[config.mk]
export PLATFORM = sky130hd
export DESIGN_NAME = gc_exp_step
export DESIGN_NICKNAME = d
export VERILOG_FILES = /design/src/sv/gc_pkg.sv /design/src/sv/gc_exp_step.sv
export SDC_FILE = /design/constraint.sdc
export NUM_CORES = 2
export LEC_CHECK = 0
export BUFFER_PORTS_ARGS = -buffer_cell sky130_fd_sc_hd__buf_2
export CAP_MARGIN = 0
export CORE_MARGIN = 4
export CORE_UTILIZATION = 59
export CTS_BUF_LIST = sky130_fd_sc_hd__clkbuf_4
export DETAILED_ROUTE_END_ITERATION = 12
export PLACE_DENSITY_LB_ADDON = 0.05
export SYNTH_ARGS = -nofsm -noshare
export SYNTH_HDL_FRONTEND = slang
export SYNTH_SLANG_ARGS = --single-unit
[constraint.sdc]
create_clock -name clk -period 0.8 [get_ports clk]
set_input_delay 0.04 -clock clk [delete_from_list [all_inputs] [get_ports clk]]
set_output_delay 0.04 -clock clk [all_outputs]
set_load 0.1 [all_outputs]
[src/sv/gc_pkg.sv]
// gc_pkg: shared types, register and channel codes, constant tables
// for the gamma correction pipeline (log2 difference table, exp2 coefficients)
// no dependencies
package gc_pkg;

    // pixel transfer payloads
    typedef struct packed {
        logic [7:0] chan0_in;
        logic [7:0] chan1_in;
        logic [7:0] chan2_in;
    } pixel_in_t;

    typedef struct packed {
        logic [7:0] chan0_out;
        logic [7:0] chan1_out;
        logic [7:0] chan2_out;
    } pixel_out_t;

    // configuration register indexes
    localparam logic REG_CHANNEL_SELECT = 1'b0;
    localparam logic REG_INVERSE_GAMMA  = 1'b1;

    // channel codes
    localparam logic [1:0] CH0     = 2'd0;
    localparam logic [1:0] CH1     = 2'd1;
    localparam logic [1:0] CH2     = 2'd2;
    localparam logic [1:0] CH_NONE = 2'd3;

    localparam int FRAC_BITS    = 16;
    localparam int LOG_W        = 19;
    localparam int R_W          = 31;
    localparam int COEF_W       = 30;
    localparam int EXP_STAGES   = FRAC_BITS;
    // input transfer to result strobe, in clock edges
    localparam int PIPE_LATENCY = EXP_STAGES + 3;

    localparam logic [R_W-1:0] R_ONE = R_W'(1) << 30;

    // item traveling down the exp2 multiply chain
    typedef struct packed {
        logic             valid;
        logic [1:0]       sel;
        logic             kill;   // corrected channel forced to zero
        logic [3:0]       shift;  // integer part of the exponent, 0..8 unless kill is set
        pixel_in_t        pix;
        logic [15:0]      fp;     // remaining exponent fraction bits, msb next
        logic [R_W-1:0]   r;      // running product, q1.30
    } exp_item_t;

    typedef logic [LOG_W-1:0]  log_tab_t [256];
    typedef logic [COEF_W-1:0] coef_tab_t [EXP_STAGES+1];

    // log2 of v in 1..255, 16 fraction bits, by repeated squaring
    function automatic logic [LOG_W-1:0] log2_q16(input int unsigned v);
        logic [63:0] m;
        logic [2:0]  top;
        logic [15:0] frac;
        top  = 3'd0;
        frac = 16'd0;
        for (int i = 1; i < 8; i++)
        begin
            if ((v >> i) != 0)
                top = 3'(i);
        end
        m = 64'(v) << (FRAC_BITS - int'(top));
        for (int k = FRAC_BITS - 1; k >= 0; k--)
        begin
            m = (m * m) >> FRAC_BITS;
            if (m >= 64'h20000)
            begin
                m = m >> 1;
                frac[k] = 1'b1;
            end
        end
        return {top, frac};
    endfunction

    function automatic log_tab_t build_log_tab();
        log_tab_t t;
        t[0] = '0;
        for (int v = 1; v < 256; v++)
            t[v] = log2_q16(255) - log2_q16(v);
        return t;
    endfunction

    function automatic logic [63:0] isqrt64(input logic [63:0] v);
        logic [63:0] res;
        logic [63:0] b;
        logic [63:0] val;
        res = '0;
        b   = 64'd1 << 62;
        val = v;
        for (int i = 0; i < 32; i++)
        begin
            if (b > val)
                b = b >> 2;
        end
        for (int i = 0; i < 32; i++)
        begin
            if (b != 0)
            begin
                if (val >= res + b)
                begin
                    val = val - (res + b);
                    res = (res >> 1) + b;
                end
                else
                begin
                    res = res >> 1;
                end
                b = b >> 2;
            end
        end
        return res;
    endfunction

    // c_k = 2^(-2^-k) in q0.30
    function automatic coef_tab_t build_coef_tab();
        coef_tab_t   c;
        logic [63:0] s;
        c[0] = COEF_W'(1) << 29;
        for (int k = 1; k <= EXP_STAGES; k++)
        begin
            s    = isqrt64(64'(c[k-1]) << 30);
            c[k] = s[COEF_W-1:0];
        end
        return c;
    endfunction

    // log2(255) - log2(x), indexed by x
    localparam log_tab_t  LOG_DIFF = build_log_tab();
    localparam coef_tab_t EXP_COEF = build_coef_tab();

endpackage

[src/sv/gc_exp_step.sv]
// gc_exp_step: one stage of the exp2 product chain, one q1.30 by q0.30 multiply
// depends on gc_pkg
module gc_exp_step
    import gc_pkg::*;
(
    input  logic              clk,
    input  logic              rst_n,
    input  exp_item_t         item_in,
    input  logic [COEF_W-1:0] coef,
    output exp_item_t         item_out
);

    logic [R_W+COEF_W-1:0] prod;
    exp_item_t             item_reg;
    exp_item_t             item_next;

    assign prod = (R_W+COEF_W)'(item_in.r) * (R_W+COEF_W)'(coef);

    always_comb
    begin
        item_next    = item_in;
        // next fraction bit moves to the top
        item_next.fp = {item_in.fp[14:0], 1'b0};
        if (item_in.fp[15])
            item_next.r = prod[R_W+COEF_W-1:30];
    end

    always_ff @(posedge clk or negedge rst_n)
    begin
        if (!rst_n)
            item_reg <= '0;
        else
            item_reg <= item_next;
    end

    assign item_out = item_reg;

endmodule

== Word level (Yosys, flattened, before mapping) ==
Index checks and enable logic that the tools add are counted.
Operators by class
  multipliers: 1
  mux-type cells: 1
Operator list (count)
  $mul 31x30->61: 1
  $mux 31: 1
Storage, ports and cells
  flip-flop bits (word level): 78
  input bits: 111
  output and inout port bits: 79
  word-level logic and storage cells: 11

== Longest topological paths before layout ==
  depth after elaboration: 2
  depth in mapped cells: 28
  depth with buffers taken out: 27

== Worst setup path after synthesis ==
Ideal clock, no wire load.
  path type: in2reg
  from: input port item_in[21] (netlist name)
  to: register item_reg (netlist bit item_out[24])
  library setup time: 125 ps
  arrival: 6569 ps
  data required time: 675 ps
  slack: -5894 ps
  stages on the path: 23
  buffers on the path: 1
  cell sequence: clkbuf_1 -> nand2_1 -> fa_1 -> fa_1 -> fa_1 -> fa_1 -> inv_1 -> fa_1 -> fa_1 -> fa_1 -> inv_1 -> fa_1 -> inv_1 -> ha_1 -> nand2_1 -> nor4_1 -> o221ai_1 -> a211oi_2 -> nor2_2 -> o31ai_4 -> a41oi_2 -> xnor2_1 -> mux2_2
RTL lines
  from (decl): RTL line gc_exp_step.sv:8  | input exp_item_t item_in,
  to (signal assigned): RTL line gc_exp_step.sv:33  | item_reg <= item_next;
  to (decl): RTL line gc_exp_step.sv:14  | exp_item_t item_reg;

==> summary.md <==
| Metric | Value |
|---|---|
| Status | `finished, violations left` |
| Failing checks | `hold timing, setup timing` |
| Max reg flops | `78` |
| Main area contributors after synthesis | `fa_1 (50%), and2_1 (10%), inv_1 (9.8%)` |
| Max Root-Sink Buffers | `2` |
| Slew @ Worst Pin | `0.533 ns` |
| CTS tree | `yes` |
| Seq/Total Area, Yosys | `6.02%` |
| Highest-delay cell along the critical path | `fa_2` |
| Half-perimeter wire length after placement | `83,800 um` |
| Hold Crit Class | `in2async` |
| Final Hold Viols | `12` |
| Root Buffer Master | `clkbuf_4` |
| Finished Core Util | `about three quarters` |
| Critical path type | `in2reg` |
| Post-synth top area share | `49.8%` |
| Post-synthesis mux area share | `a little over 1%` |
| XOR/XNOR Fraction of Synth Area | `less than 1%` |
| Die footprint | `58,700 um2` |
| Largest net degree at the start of global routing | `37` |
| Final period utilization | `833%` |
| Largest family of logic cells by synthesized area | `adder cells` |
| Initial antenna violation count | `4` |
| Die Y | `approximately 240 um` |
| Routed length per instance | `20.9 um` |
| Mean Syn Cell Area | `9.31 um2` |
| Synth Area in Compound Gates | `between 3 and 4%` |
| Top cells by count, synth | `inv_1 (846), fa_1 (807), and2_1 (540), nand2_1 (440), ha_1 (246)` |
| DRT Pass-1 Iters | `5` |
| Clock Sink Count | `roughly 80` |
| Distinct cells, synth | `62` |
| Crit path DAT | `roughly 7 ns` |
| Max H-tree Level | `3` |
| Final Setup Violations | `between 100 and 150` |
| Initial Util | `between 50% and 60%` |
| Top Ports | `190` |
| Hold_ws | `-0.0353 ns` |
| Number of global-route vias before repair | `28.7k` |
| Unrepaired setup endpoints after global routing | `yes` |
| Final Max Slew Viols | `0` |
| DRC | `0` |
| Post-Synthesis Cell Area | `32,400 um2` |
| Startpoint Class | `input pin` |
| Post-route minimum period | `around 6.7 ns` |
| Final #Nets | `a little over 5k` |
| Area after DPL | `38,500 um2` |
| Slew HR | `roughly 64%` |
| Initial DRC Count | `1,408` |
| Synthesized Nets | `~4.6k` |
| First-pass GRT wire length | `156,000 um` |
| Finished Cell Area | `between 40,000 and 50,000 um2` |
| Synth Flop Type | `dfrtp_1` |
| Yosys top cell by area | `fa_1` |
| Cell count after synthesis | `3,482` |
| CTS clk-pin slew, worst paths | `around 0.15 ns` |
| Most frequent cell after synthesis | `inv_1` |
| Routed Antenna Nets | `0` |
| PortBufs | `between 150 and 200` |
| Achievable Freq | `~150 MHz` |
| # rows | `between 80 and 90` |
| All-layer global routing usage | `approximately 34%` |
| Die W | `~240 um` |
| Filler instances | `between 3k and 4k` |
| Slowest stage delay, CP | `0.60 ns` |
| Area Growth Syn to Fin | `26.2%` |
| EDFF count, synth | `0` |
| Overflow after GRT | `0` |
| Critical-path maximum fanout | `6` |
| Placed instance count | `~4.6k` |
| Total of max-cap violations | `0` |
| Synth Area in Adders | `59.3%` |
| Fraction of registers with async set/reset | `100%` |
| Num CTS Buffers | `9` |
| Worst Slack Setup Final | `-5.86 ns` |
| Routed vias | `~25k` |
| Finished Layout Cells | `around 4.7k` |
| Syn. warnings | `0` |
| Worst Setup End Kind | `flop` |
| Core Region | `about 54,000 um2` |
| Worst Path Required | `1.15 ns` |
| Routed vias/inst | `around 5.4` |
| WL final | `between 90,000 and 100,000 um` |
| Ratio of cells with drive above 1 in the final layout | `24.3%` |
| Routability Congestion | `0.968` |
| Simple-Gate Fraction of Synth Area | `17.1%` |
| Critical Path Most Common Cell | `fa_1` |
| Yosys reg bits | `around 80` |
| CTS hold repair buffers | `54` |
[repair_timing]
action                                  CTS  global route
hold endpoints to repair                131            12
gates resized for setup                 220           123
gates cloned                              1             0
setup buffers                            42            19
pin swaps                                87            74
endpoints found under the setup margin  109           109
[through the flow]
step,setup WS (ns),TNS [ns]
floorplan,-5.72,-167.79
global placement,-6.46,-194.36
detailed placement,-6.56,-196.10
CTS,-5.82,-201.43
global route,-5.93,-208.94
finish,-5.86,-200.60
[cell families after synthesis]
group | after synthesis
compound gates | 176
xor+xnor | 34
flops | 78
fa+ha+maj | 1053
buf+inv | 1042
simple gates | 1069
mux | 29
other cells | 1
[area by class of cell]
class | instances | area (um2) | share of cell area, %
antenna | 3 | 7.51 | 0.0184
multi-input combinational | 2362 | 27500 | 67.3
inverter | 846 | 3180 | 7.76
sequential | 78 | 2050 | 5.01
clock buffer | 9 | 67.6 | 0.165
tap | 696 | 871 | 2.13
timing repair buffer | 686 | 7080 | 17.3
clock inverter | 7 | 105 | 0.257
[final timing paths]
path | end | cells after the start | slack [ns] | startpoint
max | item_out[14]$_DFF_PN0_ | 27 | -5.86 | item_in[19]
min | item_out[28]$_DFF_PN0_ | 2 | -0.04 | rst_n
max in group asynchronous | item_out[56]$_DFF_PN0_ | 3 | 0.33 | rst_n
min in group clk | item_out[28]$_DFF_PN0_ | 2 | 0.03 | item_in[46]
[cell usage in the layout, fill, tap and decap left out, types with 11 or more instances in the layout]
cell type      netlist  final
nand3_1             15     15
inv_2                0     31
and2_4               0     33
o21ai_1              0     12
inv_1              846    815
buf_12               0    134
buf_6                0     49
fa_2                 0     40
ha_4                 0     17
and2_1             540    507
ha_1               246    228
nand4_1             11     11
dfrtp_2              0     77
mux2_4               0     19
xnor2_1             24     18
a21oi_1             72     49
buf_2                0     69
dlygate4sd3_1        1     54
a21o_1              22     22
fa_1               807    767
clkbuf_4             0     12
nor2_1              18     13
o21ai_0             35     15
nand2_1            440    432
a21oi_2              2     16
buf_4                3    366
[critical path, delay by kind of cell]
kind	cells	cell delay [ns]
buffers and inverters	8	0.70
AOI/OAI and AO/OA	3	0.76
adders and majority gates	9	4.37
and+or+nand+nor	5	0.70
xor gates and xnor gates	1	0.15
muxes	1	0.26
[layer usage]
| layer | routed length (um) | global-route usage, % | part of all wire, % | vias up |
|---|---|---|---|---|
| met5 | 0 | 0 | 0 | - |
| met4 | 7390 | 20.7 | 7.5 | 0 |
| met3 | 5540 | 4.84 | 5.7 | 307 |
| met2 | 50300 | 60.2 | 51 | 926 |
| met1 | 34700 | 40.4 | 35 | 12900 |
| li1 | - | - | - | 11000 |
Power is left out: the tool's default activity adds up to more than one toggle a clock period on the data nets, which glitch-free logic cannot reach.
