--- src/sv/gc_pkg.sv ---
// gc_pkg: shared types, register and channel codes, constant tables
// for the gamma correction pipeline (log2 difference table, exp2 coefficients)
// no dependencies
package gc_pkg;

    // pixel transfer payloads
    typedef struct packed {
        logic [7:0] chan0_in;
        logic [7:0] chan1_in;
        logic [7:0] chan2_in;
    } pixel_in_t;

    typedef struct packed {
        logic [7:0] chan0_out;
        logic [7:0] chan1_out;
        logic [7:0] chan2_out;
    } pixel_out_t;

    // configuration register indexes
    localparam logic REG_CHANNEL_SELECT = 1'b0;
    localparam logic REG_INVERSE_GAMMA  = 1'b1;

    // channel codes
    localparam logic [1:0] CH0     = 2'd0;
    localparam logic [1:0] CH1     = 2'd1;
    localparam logic [1:0] CH2     = 2'd2;
    localparam logic [1:0] CH_NONE = 2'd3;

    localparam int FRAC_BITS    = 16;
    localparam int LOG_W        = 19;
    localparam int R_W          = 31;
    localparam int COEF_W       = 30;
    localparam int EXP_STAGES   = FRAC_BITS;
    // input transfer to result strobe, in clock edges
    localparam int PIPE_LATENCY = EXP_STAGES + 3;

    localparam logic [R_W-1:0] R_ONE = R_W'(1) << 30;

    // item traveling down the exp2 multiply chain
    typedef struct packed {
        logic             valid;
        logic [1:0]       sel;
        logic             kill;   // corrected channel forced to zero
        logic [3:0]       shift;  // integer part of the exponent, 0..8 unless kill is set
        pixel_in_t        pix;
        logic [15:0]      fp;     // remaining exponent fraction bits, msb next
        logic [R_W-1:0]   r;      // running product, q1.30
    } exp_item_t;

    typedef logic [LOG_W-1:0]  log_tab_t [256];
    typedef logic [COEF_W-1:0] coef_tab_t [EXP_STAGES+1];

    // log2 of v in 1..255, 16 fraction bits, by repeated squaring
    function automatic logic [LOG_W-1:0] log2_q16(input int unsigned v);
        logic [63:0] m;
        logic [2:0]  top;
        logic [15:0] frac;
        top  = 3'd0;
        frac = 16'd0;
        for (int i = 1; i < 8; i++)
        begin
            if ((v >> i) != 0)
                top = 3'(i);
        end
        m = 64'(v) << (FRAC_BITS - int'(top));
        for (int k = FRAC_BITS - 1; k >= 0; k--)
        begin
            m = (m * m) >> FRAC_BITS;
            if (m >= 64'h20000)
            begin
                m = m >> 1;
                frac[k] = 1'b1;
            end
        end
        return {top, frac};
    endfunction

    function automatic log_tab_t build_log_tab();
        log_tab_t t;
        t[0] = '0;
        for (int v = 1; v < 256; v++)
            t[v] = log2_q16(255) - log2_q16(v);
        return t;
    endfunction

    function automatic logic [63:0] isqrt64(input logic [63:0] v);
        logic [63:0] res;
        logic [63:0] b;
        logic [63:0] val;
        res = '0;
        b   = 64'd1 << 62;
        val = v;
        for (int i = 0; i < 32; i++)
        begin
            if (b > val)
                b = b >> 2;
        end
        for (int i = 0; i < 32; i++)
        begin
            if (b != 0)
            begin
                if (val >= res + b)
                begin
                    val = val - (res + b);
                    res = (res >> 1) + b;
                end
                else
                begin
                    res = res >> 1;
                end
                b = b >> 2;
            end
        end
        return res;
    endfunction

    // c_k = 2^(-2^-k) in q0.30
    function automatic coef_tab_t build_coef_tab();
        coef_tab_t   c;
        logic [63:0] s;
        c[0] = COEF_W'(1) << 29;
        for (int k = 1; k <= EXP_STAGES; k++)
        begin
            s    = isqrt64(64'(c[k-1]) << 30);
            c[k] = s[COEF_W-1:0];
        end
        return c;
    endfunction

    // log2(255) - log2(x), indexed by x
    localparam log_tab_t  LOG_DIFF = build_log_tab();
    localparam coef_tab_t EXP_COEF = build_coef_tab();

endpackage

--- src/sv/gc_back.sv ---
// gc_back: full-scale multiply, exponent shift and channel merge
// depends on gc_pkg
module gc_back
    import gc_pkg::*;
(
    input  logic       clk,
    input  logic       rst_n,
    input  exp_item_t  item,
    output logic       done,
    output pixel_out_t result
);

    logic [R_W+7:0] scaled;
    logic [R_W+7:0] shifted;
    logic [7:0]     value;
    logic           done_reg;
    pixel_out_t     result_reg;
    pixel_out_t     result_next;

    // 255 * r
    assign scaled  = {item.r, 8'd0} - {8'd0, item.r};
    assign shifted = scaled >> (6'd30 + 6'(item.shift));
    assign value   = item.kill ? 8'd0 : shifted[7:0];

    always_comb
    begin
        result_next.chan0_out = (item.sel == CH0) ? value : item.pix.chan0_in;
        result_next.chan1_out = (item.sel == CH1) ? value : item.pix.chan1_in;
        result_next.chan2_out = (item.sel == CH2) ? value : item.pix.chan2_in;
    end

    always_ff @(posedge clk or negedge rst_n)
    begin
        if (!rst_n)
            done_reg <= 1'b0;
        else
            done_reg <= item.valid;
    end

    always_ff @(posedge clk)
    begin
        result_reg <= result_next;
    end

    assign done   = done_reg;
    assign result = result_reg;

endmodule

--- config.mk ---
export PLATFORM = sky130hd
export DESIGN_NAME = gc_back
export DESIGN_NICKNAME = d
export VERILOG_FILES = /design/src/sv/gc_pkg.sv /design/src/sv/gc_back.sv
export SDC_FILE = /design/constraint.sdc
export NUM_CORES = 1
export LEC_CHECK = 0
export ABC_AREA = 1
export BUFFER_PORTS_ARGS = -buffer_cell sky130_fd_sc_hd__buf_2
export CAP_MARGIN = 40
export CORE_AREA = 10 10 87 89
export DETAILED_ROUTE_END_ITERATION = 10
export DIE_AREA = 0 0 97 99
export PLACE_DENSITY = 0.9
export REMOVE_ABC_BUFFERS = 1
export SYNTH_ARGS = -nofsm -noshare
export SYNTH_HDL_FRONTEND = slang
export SYNTH_SLANG_ARGS = --single-unit
--- constraint.sdc ---
create_clock -name clk -period 0.97 [get_ports clk]
set_clock_uncertainty 0.1 [all_clocks]
set_input_delay 0.0485 -clock clk [delete_from_list [all_inputs] [get_ports clk]]
set_output_delay 0.0485 -clock clk [all_outputs]
set_load 0.03 [all_outputs]
==> summary.txt, run 1 <==
Outcome
  – Status: stopped before the end
  – Step where the flow halted: global routing (5_1_grt)
  – Stop err: [ERROR GRT-0232] Routing congestion too high. Check the congestion heatmap in the GUI.

GRT
  – GR Util All Layers: 59.8%
  – Antenna violations before repair: 1
  – Maximum number of pins on one net before global-route repair: 15
  – Gr ovfl total: 25

Logic synthesis
  – Post-Synthesis Cell Area: 0.00315 mm^2
  – Top_reg_cell synth: sky130_fd_sc_hd__dfxtp_1
  – Cell variety after synth: 30
  – Sequential fraction of the synthesis area: 16.1%
  – Mean Syn Cell Area: 5.34 um^2
  – Synth warnings: 0
  – Count of mapped cells out of synthesis: 590
  – Post-synth EDFFs: 0
  – Flops & latches, synth: 25
  – Fraction of registers with async set/reset: 4.00%

Placed design
  – Port Buffers: 89
  – Placement-stage cell area: 0.00412 mm^2
  – Weighted congestion reported at the end of routability-driven placement: 1.09
  – Estimated wirelength of the detail-placed design: 9600 um

Floorplanning
  – Die extent in x: 97 um
  – Initial core utilization: 53.8%
  – Row Count: 28
  – IO Pins: 106
  – Die outline height: 99 um

Clock tree
  – Inserted Clock Buffers: 3
  – Bufs on Longest Clock Path: 2
  – Total number of clock tree sinks: 25
  – Root buffer cell: sky130_fd_sc_hd__clkbuf_8
  – Number of H-tree branching levels: 1

Timing
  – Worst End Pin Type: register data pin
  – Post-GRT worst EP: result[8]$_DFF_P_/D
==> cell families after synthesis <==
| family | count (synthesis) | share of synthesized area (%) |
|---|---|---|
| buf+inv | 119 | 14.5 |
| compound gates | 27 | 4.97 |
| simple gates | 396 | 55.3 |
| fa+ha+maj | 23 | 9.14 |
| flops | 25 | 16.1 |
==> Yosys cell counts, types with 2 or more instances <==
| library cell | instances | share of area [%] |
|---|---|---|
| sky130_fd_sc_hd__nand2_1 | 226 | 27 |
| sky130_fd_sc_hd__inv_1 | 114 | 14 |
| sky130_fd_sc_hd__nand3_1 | 70 | 11 |
| sky130_fd_sc_hd__nor2_1 | 61 | 7.3 |
| sky130_fd_sc_hd__dfxtp_1 | 24 | 15 |
| sky130_fd_sc_hd__ha_1 | 23 | 9.1 |
| sky130_fd_sc_hd__a21oi_1 | 11 | 1.7 |
| sky130_fd_sc_hd__nand3_2 | 7 | 2.2 |
| sky130_fd_sc_hd__a31oi_1 | 6 | 1.2 |
| sky130_fd_sc_hd__nand4_1 | 6 | 1.2 |
| sky130_fd_sc_hd__nor2_2 | 6 | 1.2 |
| sky130_fd_sc_hd__o21ai_1 | 6 | 0.95 |
| sky130_fd_sc_hd__nand2_2 | 4 | 0.79 |
| sky130_fd_sc_hd__nor3_1 | 4 | 0.64 |
| sky130_fd_sc_hd__nor2_4 | 3 | 1.1 |
| sky130_fd_sc_hd__clkinv_1 | 2 | 0.24 |
| sky130_fd_sc_hd__nand2_4 | 2 | 0.72 |
| sky130_fd_sc_hd__o21ai_2 | 2 | 0.56 |
| sky130_fd_sc_hd__or2_2 | 2 | 0.40 |
==> timing repair <==
action,CTS
hold buffers,26
buffers inserted,13
resized for setup,159
pin swaps,47
hold endpoints to repair,25
endpoints found under the setup margin,24
==> metrics by stage <==
| stage | setup TNS (ns) | utilization [%] | hold WS [ns] | setup slack [ns] | instances |
|---|---|---|---|---|---|
| after floorplan | -20.03 | - | -0.347 | -0.873 | 588 |
| after global placement | -28.39 | 70.4 | -0.276 | -1.24 | 812 |
| after detailed placement | -29.44 | 70.4 | -0.272 | -1.26 | 812 |
| after CTS | -17.46 | 89.1 | 0.0127 | -0.769 | 855 |
==> metal layers <==
layer  GRT overflow  track usage (%)
met5              0             11.3
met4              9             59.0
met3              3             44.5
met2             12             76.9
met1              1             59.4
==> run 2: changes to the inputs <==
Settings changed: CORE_AREA 10 10 87 89 to 10 10 100 102, DIE_AREA 0 0 97 99 to 0 0 110 112, PLACE_DENSITY 0.9 to not set, PLACE_DENSITY_LB_ADDON set to 0.15.
==> run 2 against run 1 <==
  * The flow now finishes, with violations (setup timing)
  * Synthesized area did not move
  * Synthesized cell count did not move
==> summary.txt, run 2 <==
GRT
  – Antenna violations before repair: 0
  – Number of global-route vias before repair: 4169
  – First-pass GRT wire length: 19500 um
  – Gr ovfl total: 0
  – Maximum number of pins on one net before global-route repair: 14
  – GR Util All Layers: 18.9%

Timing
  – Unrepaired setup endpoints after global routing: yes
  – Tightest Pin Transition: 0.384 ns
  – Max frequency: 547 MHz
  – Final critical-path share of the clock period: 188%
  – Minimum clock period: 1.83 ns
  – Number of setup violations in the final report: 24
  – Final Max Slew Viols: 0
  – Setup slack after layout: -0.857 ns
  – Worst hold slack: 0.0257 ns
  – Hold violation total from the final report: 0
  – Sum of negative setup slack: -19.43 ns
  – Slew Limit Headroom: 74.2%

Setup path
  – Critical path fanouts, max: 3
  – Type of element launching the critical path: primary input
  – Crit path required time: 1.06 ns
  – Kind of end point of the critical path: register
  – Critical path data arrival time: 1.92 ns
  – Class of the most critical setup path: primary input to register

Clock tree
  – Total number of clock tree sinks: 25
  – CTS tree: built
  – Number of H-tree branching levels: 1
  – Bufs on Longest Clock Path: 2
  – Clk slew on worst S/H paths: 0.08 ns
  – Inserted Clock Buffers: 3
  – Root buffer cell: sky130_fd_sc_hd__clkbuf_8

Placed design
  – Placement-stage cell area: 0.00417 mm^2
  – Estimated wirelength of the detail-placed design: 9750 um
  – Weighted congestion reported at the end of routability-driven placement: 0.951
  – Port Buffers: 89
  – Number of placed instances with taps included: 844

Floorplanning
  – Die outline height: 112 um
  – Die extent in x: 110 um
  – IO Pins: 106
  – Initial core utilization: 39.1%
  – Row Count: 33
  – Area enclosed by the die boundary: 0.0123 mm^2
  – Placeable core region: 0.00805 mm^2

Logic synthesis
  – Mean Syn Cell Area: 5.34 um^2
  – Synth warnings: 0
  – Flops & latches, synth: 25
  – Sequential fraction of the synthesis area: 16.1%
  – Fraction of registers with async set/reset: 4.00%
  – Cell taking the most area after synthesis: sky130_fd_sc_hd__nand2_1
  – Proportion of netlist area held by the largest area contributor: 26.9%
  – Cell with the most instances after synthesis: sky130_fd_sc_hd__nand2_1
  – Cell variety after synth: 30
  – Post-synth EDFFs: 0
  – Post-Synthesis Cell Area: 0.00315 mm^2
  – Synth area leaders: sky130_fd_sc_hd__nand2_1 27%, sky130_fd_sc_hd__dfxtp_1 15%, sky130_fd_sc_hd__inv_1 14%
  – Count of mapped cells out of synthesis: 590
  – Top_reg_cell synth: sky130_fd_sc_hd__dfxtp_1
  – Most frequent cells after synthesis: 226 x sky130_fd_sc_hd__nand2_1, 114 x sky130_fd_sc_hd__inv_1, 70 x sky130_fd_sc_hd__nand3_1

Outcome
  – Failing checks: setup timing
  – Status: finished with violations

Route
  – Vias post-DR: 4246
  – Wl on met1: 5100 um
  – Sum of routed wire length over all layers: 12200 um
  – Highest signal layer in the routed design: met4
  – Wire length per cell after detailed routing: 13.9 um
  – Routed Antenna Nets: 0
  – Met2 WL: 5950 um
  – Detailed-routing iteration count for the pre-antenna-repair pass: 5
  – Initial drt markers: 180
  – Met3 wire length: 830 um
  – DRC Markers: 0
  – Via-to-Cell Ratio: 4.83

Final layout
  – Most frequent cells in the layout: 203 x sky130_fd_sc_hd__nand2_1, 93 x sky130_fd_sc_hd__inv_1, 81 x sky130_fd_sc_hd__buf_2
  – Nets@finish: 880
  – Share of final-layout standard cells stronger than drive strength 1: 40.0%
  – Number of flip-flops under the largest register name: 24
  – Number of inserted diodes: 0
  – Area of all placed cells without fillers: 0.00525 mm^2
  – Layout-stage area growth over the synthesis result: 66.7%
  – Post-layout instance count excluding filler cells: 880
  – Number of fillers in the final layout: 727
  – Commonest non-fill, non-tap cell in the layout: sky130_fd_sc_hd__nand2_1

Power
  – Static leakage: 2.75 nW
  – Seq pwr share: 27.8%
  – Total power per unit cell area: 771 mW/mm^2
  – Switching power of the nets: 0.00165 W
  – Share of total power consumed by net switching: 40.7%
  – Combinational group share of total power: 57.9%
  – Proportion of power drawn by the clock network: 14.3%
  – Worst vdd rail ir drop: 0.000340 V
  – PnR Total Power: 0.00405 W
  – Internal power summed over all cells: 0.00240 W

Worst hold path
  – Min-delay worst type: primary input to register

Job
  – Max_cap viols: 0
==> run 2: final cells by class <==
class	count	area (um^2)	share of cell area, %
Multi-Input combinational cell	446	2860	54.5
Tap cell	105	131	2.50
Clock buffer	4	45.0	0.858
Sequential cell	25	505	9.63
Timing Repair Buffer	183	1250	23.9
Inverter	117	452	8.61
==> run 2: worst max-delay path, cell delays in order <==
cell	delay (ns)
sky130_fd_sc_hd__clkbuf_4	0.15
sky130_fd_sc_hd__inv_2	0.05
sky130_fd_sc_hd__ha_4	0.28
sky130_fd_sc_hd__nand2_4	0.07
sky130_fd_sc_hd__buf_4	0.14
sky130_fd_sc_hd__nor3_2	0.17
sky130_fd_sc_hd__nand2_1	0.10
sky130_fd_sc_hd__nand2_2	0.08
sky130_fd_sc_hd__nand2_2	0.08
sky130_fd_sc_hd__nand2_4	0.13
sky130_fd_sc_hd__inv_4	0.04
sky130_fd_sc_hd__nand3_4	0.07
sky130_fd_sc_hd__nand3_2	0.09
sky130_fd_sc_hd__nand2_2	0.11
sky130_fd_sc_hd__nand3_4	0.10
sky130_fd_sc_hd__a31oi_4	0.19
==> run 2: logic make-up after synthesis <==
logic type | synth area share (%)
buffers and inverters | 14.5
DFF | 16.1
adders and majority gates | 9.14
and+or+nand+nor | 55.3
AOI/OAI and AO/OA | 4.97
==> run 2: layer usage <==
layer / up-vias / GRT usage (%)
li1: 2191 / -
met2: 132 / 33.3
met1: 1899 / 23.0
met5: - / 0
met3: 24 / 2.02
met4: 0 / 5.82
==> run 2: worst paths after layout <==
path                           from         end  slack (ns)  cells after the start
max in group asynchronous     rst_n        done        0.14                      3
setup / recovery           item[13]  result[10]       -0.86                     16
hold / removal             item[74]   result[8]        0.03                      5
min in group asynchronous     rst_n        done        0.53                      3
==> run 2: what timing repair did <==
| item | CTS | global route |
|---|---|---|
| buffers inserted | 4 | 1 |
| hold buffers | 27 | 0 |
| pin swaps | 38 | 23 |
| setup endpoints to repair | 24 | 24 |
| endpoints found under the hold margin | 26 | 0 |
| gates resized for setup | 104 | 47 |
==> run 2: power by group through the flow <==
stage	logic, W	registers [W]	clock network [W]
floorplan	0.000901	0.00132	0
global route	0.00257	0.00113	0.000634
detailed placement	0.00181	0.00115	0
global placement	0.00180	0.00115	0
CTS	0.00220	0.00113	0.000594
finish	0.00234	0.00113	0.000577
==> run 2: stage by stage <==
stage               setup WS (ns)  util, %
floorplan                  -0.873        -
CTS                        -0.826     62.6
detailed placement          -1.30     51.8
global placement            -1.28     51.8
global route               -0.972     65.2
finish                     -0.857     65.2
Power figures use the tool's default switching activity.
==> run 3: changes to the inputs <==
Settings changed: TNS_END_PERCENT set to 5.
==> run 3 against run 2 <==
  * The flow still finishes with violations (setup timing)
  * Clock-buffer cell count stayed put
  * Combinational power shrank 2%
  * Setup slack worse by 0.013 ns
  * Routed wire length fell by 0.77%
  * Fmax is 0.70% lower
  * Power shrank 1.0%
  * Core utilization fell by 0.99 points
  * Design area decreased by 1.5%
  * Highest routed layer unchanged
==> summary.txt, run 3 (synthesis results as in run 2) <==
Outcome
  – Status: finished with violations
  – Failing checks: setup timing

Final layout
  – Number of flip-flops under the largest register name: 24
  – Share of final-layout standard cells stronger than drive strength 1: 37.7%
  – Layout-stage area growth over the synthesis result: 64.2%
  – Number of fillers in the final layout: 729
  – Number of inserted diodes: 0
  – Nets@finish: 879
  – Most frequent cells in the layout: 207 x sky130_fd_sc_hd__nand2_1, 98 x sky130_fd_sc_hd__inv_1, 83 x sky130_fd_sc_hd__buf_2
  – Commonest non-fill, non-tap cell in the layout: sky130_fd_sc_hd__nand2_1
  – Area of all placed cells without fillers: 0.00517 mm^2

Timing
  – Final Max Slew Viols: 0
  – Final critical-path share of the clock period: 190%
  – Worst hold slack: 0.0252 ns
  – Max frequency: 544 MHz
  – Sum of negative setup slack: -19.79 ns
  – Unrepaired setup endpoints after global routing: yes
  – Setup slack after layout: -0.870 ns
  – Number of setup violations in the final report: 24
  – Slew Limit Headroom: 73.6%
  – Hold violation total from the final report: 0
  – Minimum clock period: 1.84 ns
  – Tightest Pin Transition: 0.394 ns

Worst hold path
  – Min-delay worst type: primary input to register
  – Number of instances on the worst hold path: 5

Placed design
  – Weighted congestion reported at the end of routability-driven placement: 0.951
  – Placement-stage cell area: 0.00417 mm^2
  – Estimated wirelength of the detail-placed design: 9750 um
  – Port Buffers: 89

GRT
  – GR Util All Layers: 18.8%
  – Number of global-route vias before repair: 4180
  – Gr ovfl total: 0
  – Maximum number of pins on one net before global-route repair: 14
  – First-pass GRT wire length: 19400 um
  – Antenna violations before repair: 0

Route
  – Sum of routed wire length over all layers: 12100 um
  – DRC Markers: 0
  – Initial drt markers: 180
  – Detailed-routing iteration count for the pre-antenna-repair pass: 5
  – Vias post-DR: 4241
  – Wire length per cell after detailed routing: 13.8 um
  – Via-to-Cell Ratio: 4.82
  – Routed Antenna Nets: 0

Power
  – Static leakage: 2.74 nW
  – Total power per unit cell area: 775 mW/mm^2
  – Worst vdd rail ir drop: 0.000345 V

Floorplanning
  – Initial core utilization: 39.1%
  – Area enclosed by the die boundary: 0.0123 mm^2
  – IO Pins: 106
  – Row Count: 33
  – Die extent in x: 110 um
  – Die outline height: 112 um
  – Placeable core region: 0.00805 mm^2

Setup path
  – Kind of end point of the critical path: register
  – Class of the most critical setup path: primary input to register
  – Type of element launching the critical path: primary input
  – Critical path data arrival time: 1.95 ns
  – Crit path required time: 1.08 ns
  – Critical path fanouts, max: 4

Clock tree
  – Clk slew on worst S/H paths: 0.08 ns
  – Total number of clock tree sinks: 25
  – Inserted Clock Buffers: 3
  – Bufs on Longest Clock Path: 2
  – Number of H-tree branching levels: 1
  – Root buffer cell: sky130_fd_sc_hd__clkbuf_8
  – CTS tree: built

Job
  – Max_cap viols: 0
run 3: cell count changes in the layout (fill, tap and decap cells not counted), moves of 2 or more:
| cell | before | now |
|---|---|---|
| sky130_fd_sc_hd__nor2_2 | 18 | 16 |
| sky130_fd_sc_hd__nand3_4 | 9 | 7 |
| sky130_fd_sc_hd__nor2_1 | 46 | 49 |
| sky130_fd_sc_hd__nand2_2 | 23 | 19 |
| sky130_fd_sc_hd__inv_2 | 18 | 14 |
| sky130_fd_sc_hd__buf_2 | 81 | 83 |
| sky130_fd_sc_hd__buf_4 | 71 | 69 |
| sky130_fd_sc_hd__nand2_1 | 203 | 207 |
| sky130_fd_sc_hd__nand3_1 | 41 | 44 |
| sky130_fd_sc_hd__inv_1 | 93 | 98 |
run 3: path summary, 6_finish.rpt:
check	start	endpoint	slack, ns
max	item[30]	result[6]	-0.87
min	item[74]	result[8]	0.03
max in group asynchronous	rst_n	done	0.14
min in group asynchronous	rst_n	done	0.53
run 3: routing by layer:
layer | global-route usage (%) | part of all wire (%) | wire length (um)
met1 | 22.9 | 42 | 5050
met2 | 32.8 | 49 | 5880
met3 | 2.02 | 7.3 | 884
met4 | 6.16 | 2.4 | 290
met5 | 0 | 0 | 0
run 3: timing repair:
item                                    CTS  global route
endpoints found under the setup margin   24            24
pin swaps                                24            30
hold buffers                             27             0
buffers inserted                          3             1
gates resized for setup                  87            41
hold endpoints to repair                 26             0
run 3: power by group:
group / total, W / switching, W / internal (W)
clock: 0.000585 / 0.000292 / 0.000293
sequential: 0.00113 / 0.0000201 / 0.00111
combinational: 0.00229 / 0.00132 / 0.000978
run 3: final cells by class:
type                       count  area, um^2  share of cell area [%]
multi-input combinational    446        2800                    54.2
timing repair buffer         182        1240                    24.0
sequential                    25         505                    9.78
inverter                     117         447                    8.64
tap                          105         131                    2.54
clock buffer                   4        45.0                   0.871
run 3: stage by stage:
stage                     setup slack, ns  utilization, %  power [W]  std cells
after floorplan                    -0.873               -    0.00222        588
after global placement              -1.28            51.8    0.00295        844
after detailed placement            -1.30            51.8    0.00296        844
after CTS                          -0.832            61.9    0.00388        878
after global routing                -1.01            64.2    0.00429        879
final                              -0.870            64.2    0.00401        879
run 3: critical path: stages:
cell	delay [ns]
sky130_fd_sc_hd__buf_8	0.08
sky130_fd_sc_hd__inv_4	0.03
sky130_fd_sc_hd__ha_4	0.27
sky130_fd_sc_hd__buf_6	0.11
sky130_fd_sc_hd__nand2_4	0.05
sky130_fd_sc_hd__nor2_4	0.16
sky130_fd_sc_hd__nand2_4	0.08
sky130_fd_sc_hd__nor2_4	0.13
sky130_fd_sc_hd__nand2_4	0.07
sky130_fd_sc_hd__nor2_4	0.13
sky130_fd_sc_hd__nor2_4	0.06
sky130_fd_sc_hd__nand2_4	0.10
sky130_fd_sc_hd__inv_4	0.04
sky130_fd_sc_hd__nand3_4	0.08
sky130_fd_sc_hd__nand3_2	0.09
sky130_fd_sc_hd__nand2_2	0.11
sky130_fd_sc_hd__and2_4	0.17
sky130_fd_sc_hd__nand3_2	0.06
sky130_fd_sc_hd__nand2_1	0.06
==> run 4: changes to the inputs <==
Settings changed: CORE_AREA 10 10 100 102 to 10 10 114 116, DIE_AREA 0 0 110 112 to 0 0 124 126, SETUP_SLACK_MARGIN set to 0.5.
==> run 4 against run 3 <==
  * The flow finishes with violations (hold timing, setup timing)
  * Die area increased by 27%
  * Core utilization shrank 16 points
  * Clock power is 0.9% higher
  * Sequential share of layout area fell by 0.070 points
  * First-iteration DRC count is 35% higher
  * Final cell count up 1.7%
  * Fmax down 2.5%
  * Global-route usage shrank 4.0 points
  * Clock-buffer cell count shrank 1
  * Hold slack got worse by 0.23 ns
  * Critical path depth is 4 lower
  * Largest cell class unchanged
==> summary.txt, run 4 (synthesis results as in run 2) <==
Outcome
  – Status: finished with violations
  – Failing checks: hold timing, setup timing

GRT
  – Gr ovfl total: 0
  – First-pass GRT wire length: 19400 um
  – GR Util All Layers: 14.8%
  – Maximum number of pins on one net before global-route repair: 15
  – Number of global-route vias before repair: 4109
  – Antenna violations before repair: 0

Power
  – Proportion of power drawn by the clock network: 14.4%
  – Seq pwr share: 28.0%
  – Share of total power consumed by net switching: 40.4%
  – Worst vdd rail ir drop: 0.000685 V
  – Combinational group share of total power: 57.6%
  – Switching power of the nets: 0.00166 W
  – Static leakage: 2.71 nW
  – Internal power summed over all cells: 0.00244 W
  – Total power per unit cell area: 787 mW/mm^2

Route
  – Detailed-routing iteration count for the pre-antenna-repair pass: 5
  – DRC Markers: 0
  – Vias post-DR: 4056
  – Routed Antenna Nets: 0
  – Via-to-Cell Ratio: 4.54
  – Sum of routed wire length over all layers: 12300 um
  – Wire length per cell after detailed routing: 13.7 um
  – Initial drt markers: 243

Floorplanning
  – IO Pins: 106
  – Area enclosed by the die boundary: 0.0156 mm^2
  – Die extent in x: 124 um
  – Row Count: 38
  – Die outline height: 126 um
  – Placeable core region: 0.0107 mm^2
  – Initial core utilization: 29.4%

Final layout
  – Post-layout instance count excluding filler cells: 894
  – Number of fillers in the final layout: 1149
  – Number of flip-flops under the largest register name: 24
  – Most frequent cells in the layout: 198 x sky130_fd_sc_hd__nand2_1, 93 x sky130_fd_sc_hd__inv_1, 78 x sky130_fd_sc_hd__buf_4
  – Layout-stage area growth over the synthesis result: 65.4%
  – Nets@finish: 859
  – Final core utilization: 48.7%
  – Share of final-layout standard cells stronger than drive strength 1: 42.0%
  – Commonest non-fill, non-tap cell in the layout: sky130_fd_sc_hd__nand2_1
  – Number of inserted diodes: 0

Timing
  – Slew Limit Headroom: 74.6%
  – Unrepaired setup endpoints after global routing: yes
  – Minimum clock period: 1.89 ns
  – Worst hold slack: -0.207 ns
  – Final critical-path share of the clock period: 195%
  – Setup slack after layout: -0.917 ns
  – Hold violation total from the final report: 26
  – Tightest Pin Transition: 0.379 ns
  – Number of setup violations in the final report: 24
  – Final Max Slew Viols: 0
  – Max frequency: 530 MHz

Setup path
  – Critical path fanouts, max: 3
  – Type of element launching the critical path: primary input
  – Critical path data arrival time: 1.99 ns
  – Class of the most critical setup path: primary input to register
  – Kind of end point of the critical path: register
  – First element of the critical path: item[19]
  – Crit path required time: 1.07 ns

Placed design
  – Number of placed instances with taps included: 888
  – Port Buffers: 89
  – Weighted congestion reported at the end of routability-driven placement: 0.871
  – Estimated wirelength of the detail-placed design: 10400 um

Clock tree
  – Number of hold-repair buffers added at the cts stage: 1
  – Clk slew on worst S/H paths: 0.08 ns
  – Root buffer cell: sky130_fd_sc_hd__clkbuf_8
  – Number of H-tree branching levels: 1
  – CTS tree: built
  – Bufs on Longest Clock Path: 2
  – Inserted Clock Buffers: 3
  – Total number of clock tree sinks: 25

Worst hold path
  – Min-delay worst type: primary input to register
  – WHS Endpoint: done
  – Number of instances on the worst hold path: 1
  – Hold Crit Start: item[78]

Job
  – Max_cap viols: 0
[run 4: area by class of cell]
type,count,area (um^2),share of cell area (%)
multi-input cells,446,2840,54.5
repair buffers,162,1200,23.0
flip-flops and latches,25,505,9.71
inverters,117,442,8.48
well taps,140,175,3.36
clock buffers,3,41.3,0.793
clock inverters,1,5.00,0.0961
[run 4: per-stage QoR]
step           worst slack [ns]  setup TNS [ns]  area [um^2]  hold slack, ns  power (W)
3_3_place_gp              -1.26          -28.89         4280          -0.276    0.00302
5_1_grt                  -0.987          -22.57         5210          -0.216    0.00441
2_1_floorplan            -0.873          -20.03         3130          -0.347    0.00222
6_report                 -0.917          -19.91         5210          -0.207    0.00410
4_1_cts                  -0.811          -18.36         5070          -0.215    0.00404
3_5_place_dp              -1.28          -29.23         4280          -0.273    0.00302
[run 4: worst max-delay path by stage]
stage / slack (ns) / depth (start not counted) / endpoint
after detailed placement: -1.28 / 16 / result[10]
after CTS: -0.81 / 17 / result[10]
after global routing: -0.99 / 15 / result[22]
after floorplan: -0.87 / 17 / result[0]
final: -0.92 / 15 / result[22]
after global placement: -1.26 / 17 / result[0]
[run 4: critical path, stage by stage]
cell	delay (ns)
sky130_fd_sc_hd__buf_2	0.12
sky130_fd_sc_hd__inv_1	0.08
sky130_fd_sc_hd__ha_4	0.28
sky130_fd_sc_hd__buf_4	0.10
sky130_fd_sc_hd__nand2_2	0.06
sky130_fd_sc_hd__nor2_2	0.12
sky130_fd_sc_hd__nand2_1	0.08
sky130_fd_sc_hd__nor2_1	0.12
sky130_fd_sc_hd__nand3_2	0.12
sky130_fd_sc_hd__nand4_1	0.23
sky130_fd_sc_hd__nand3_2	0.17
sky130_fd_sc_hd__nand3_4	0.12
sky130_fd_sc_hd__and2_4	0.19
sky130_fd_sc_hd__nand3_2	0.06
sky130_fd_sc_hd__nand2_1	0.09
[run 4: routing by layer]
metal	global-route usage, %	share of wire (%)	routed length (um)
met5	0	0	0
met4	1.96	1.0	124
met3	1.97	6.0	730
met2	26.5	49	6020
met1	18.5	44	5390
[run 4: what timing repair did]
action,in CTS,in global routing
pin swaps,33,23
cloned,0,0
endpoints found under the setup margin,49,49
resized for setup,165,36
setup buffers,1,0
endpoints found under the hold margin,26,26
[run 4: power groups by stage]
stage	clock network, W	registers, W	logic, W
2_1_floorplan	0	0.00132	0.000901
3_3_place_gp	0	0.00115	0.00187
3_5_place_dp	0	0.00115	0.00187
4_1_cts	0.000611	0.00115	0.00228
5_1_grt	0.000655	0.00115	0.00260
6_report	0.000590	0.00115	0.00236
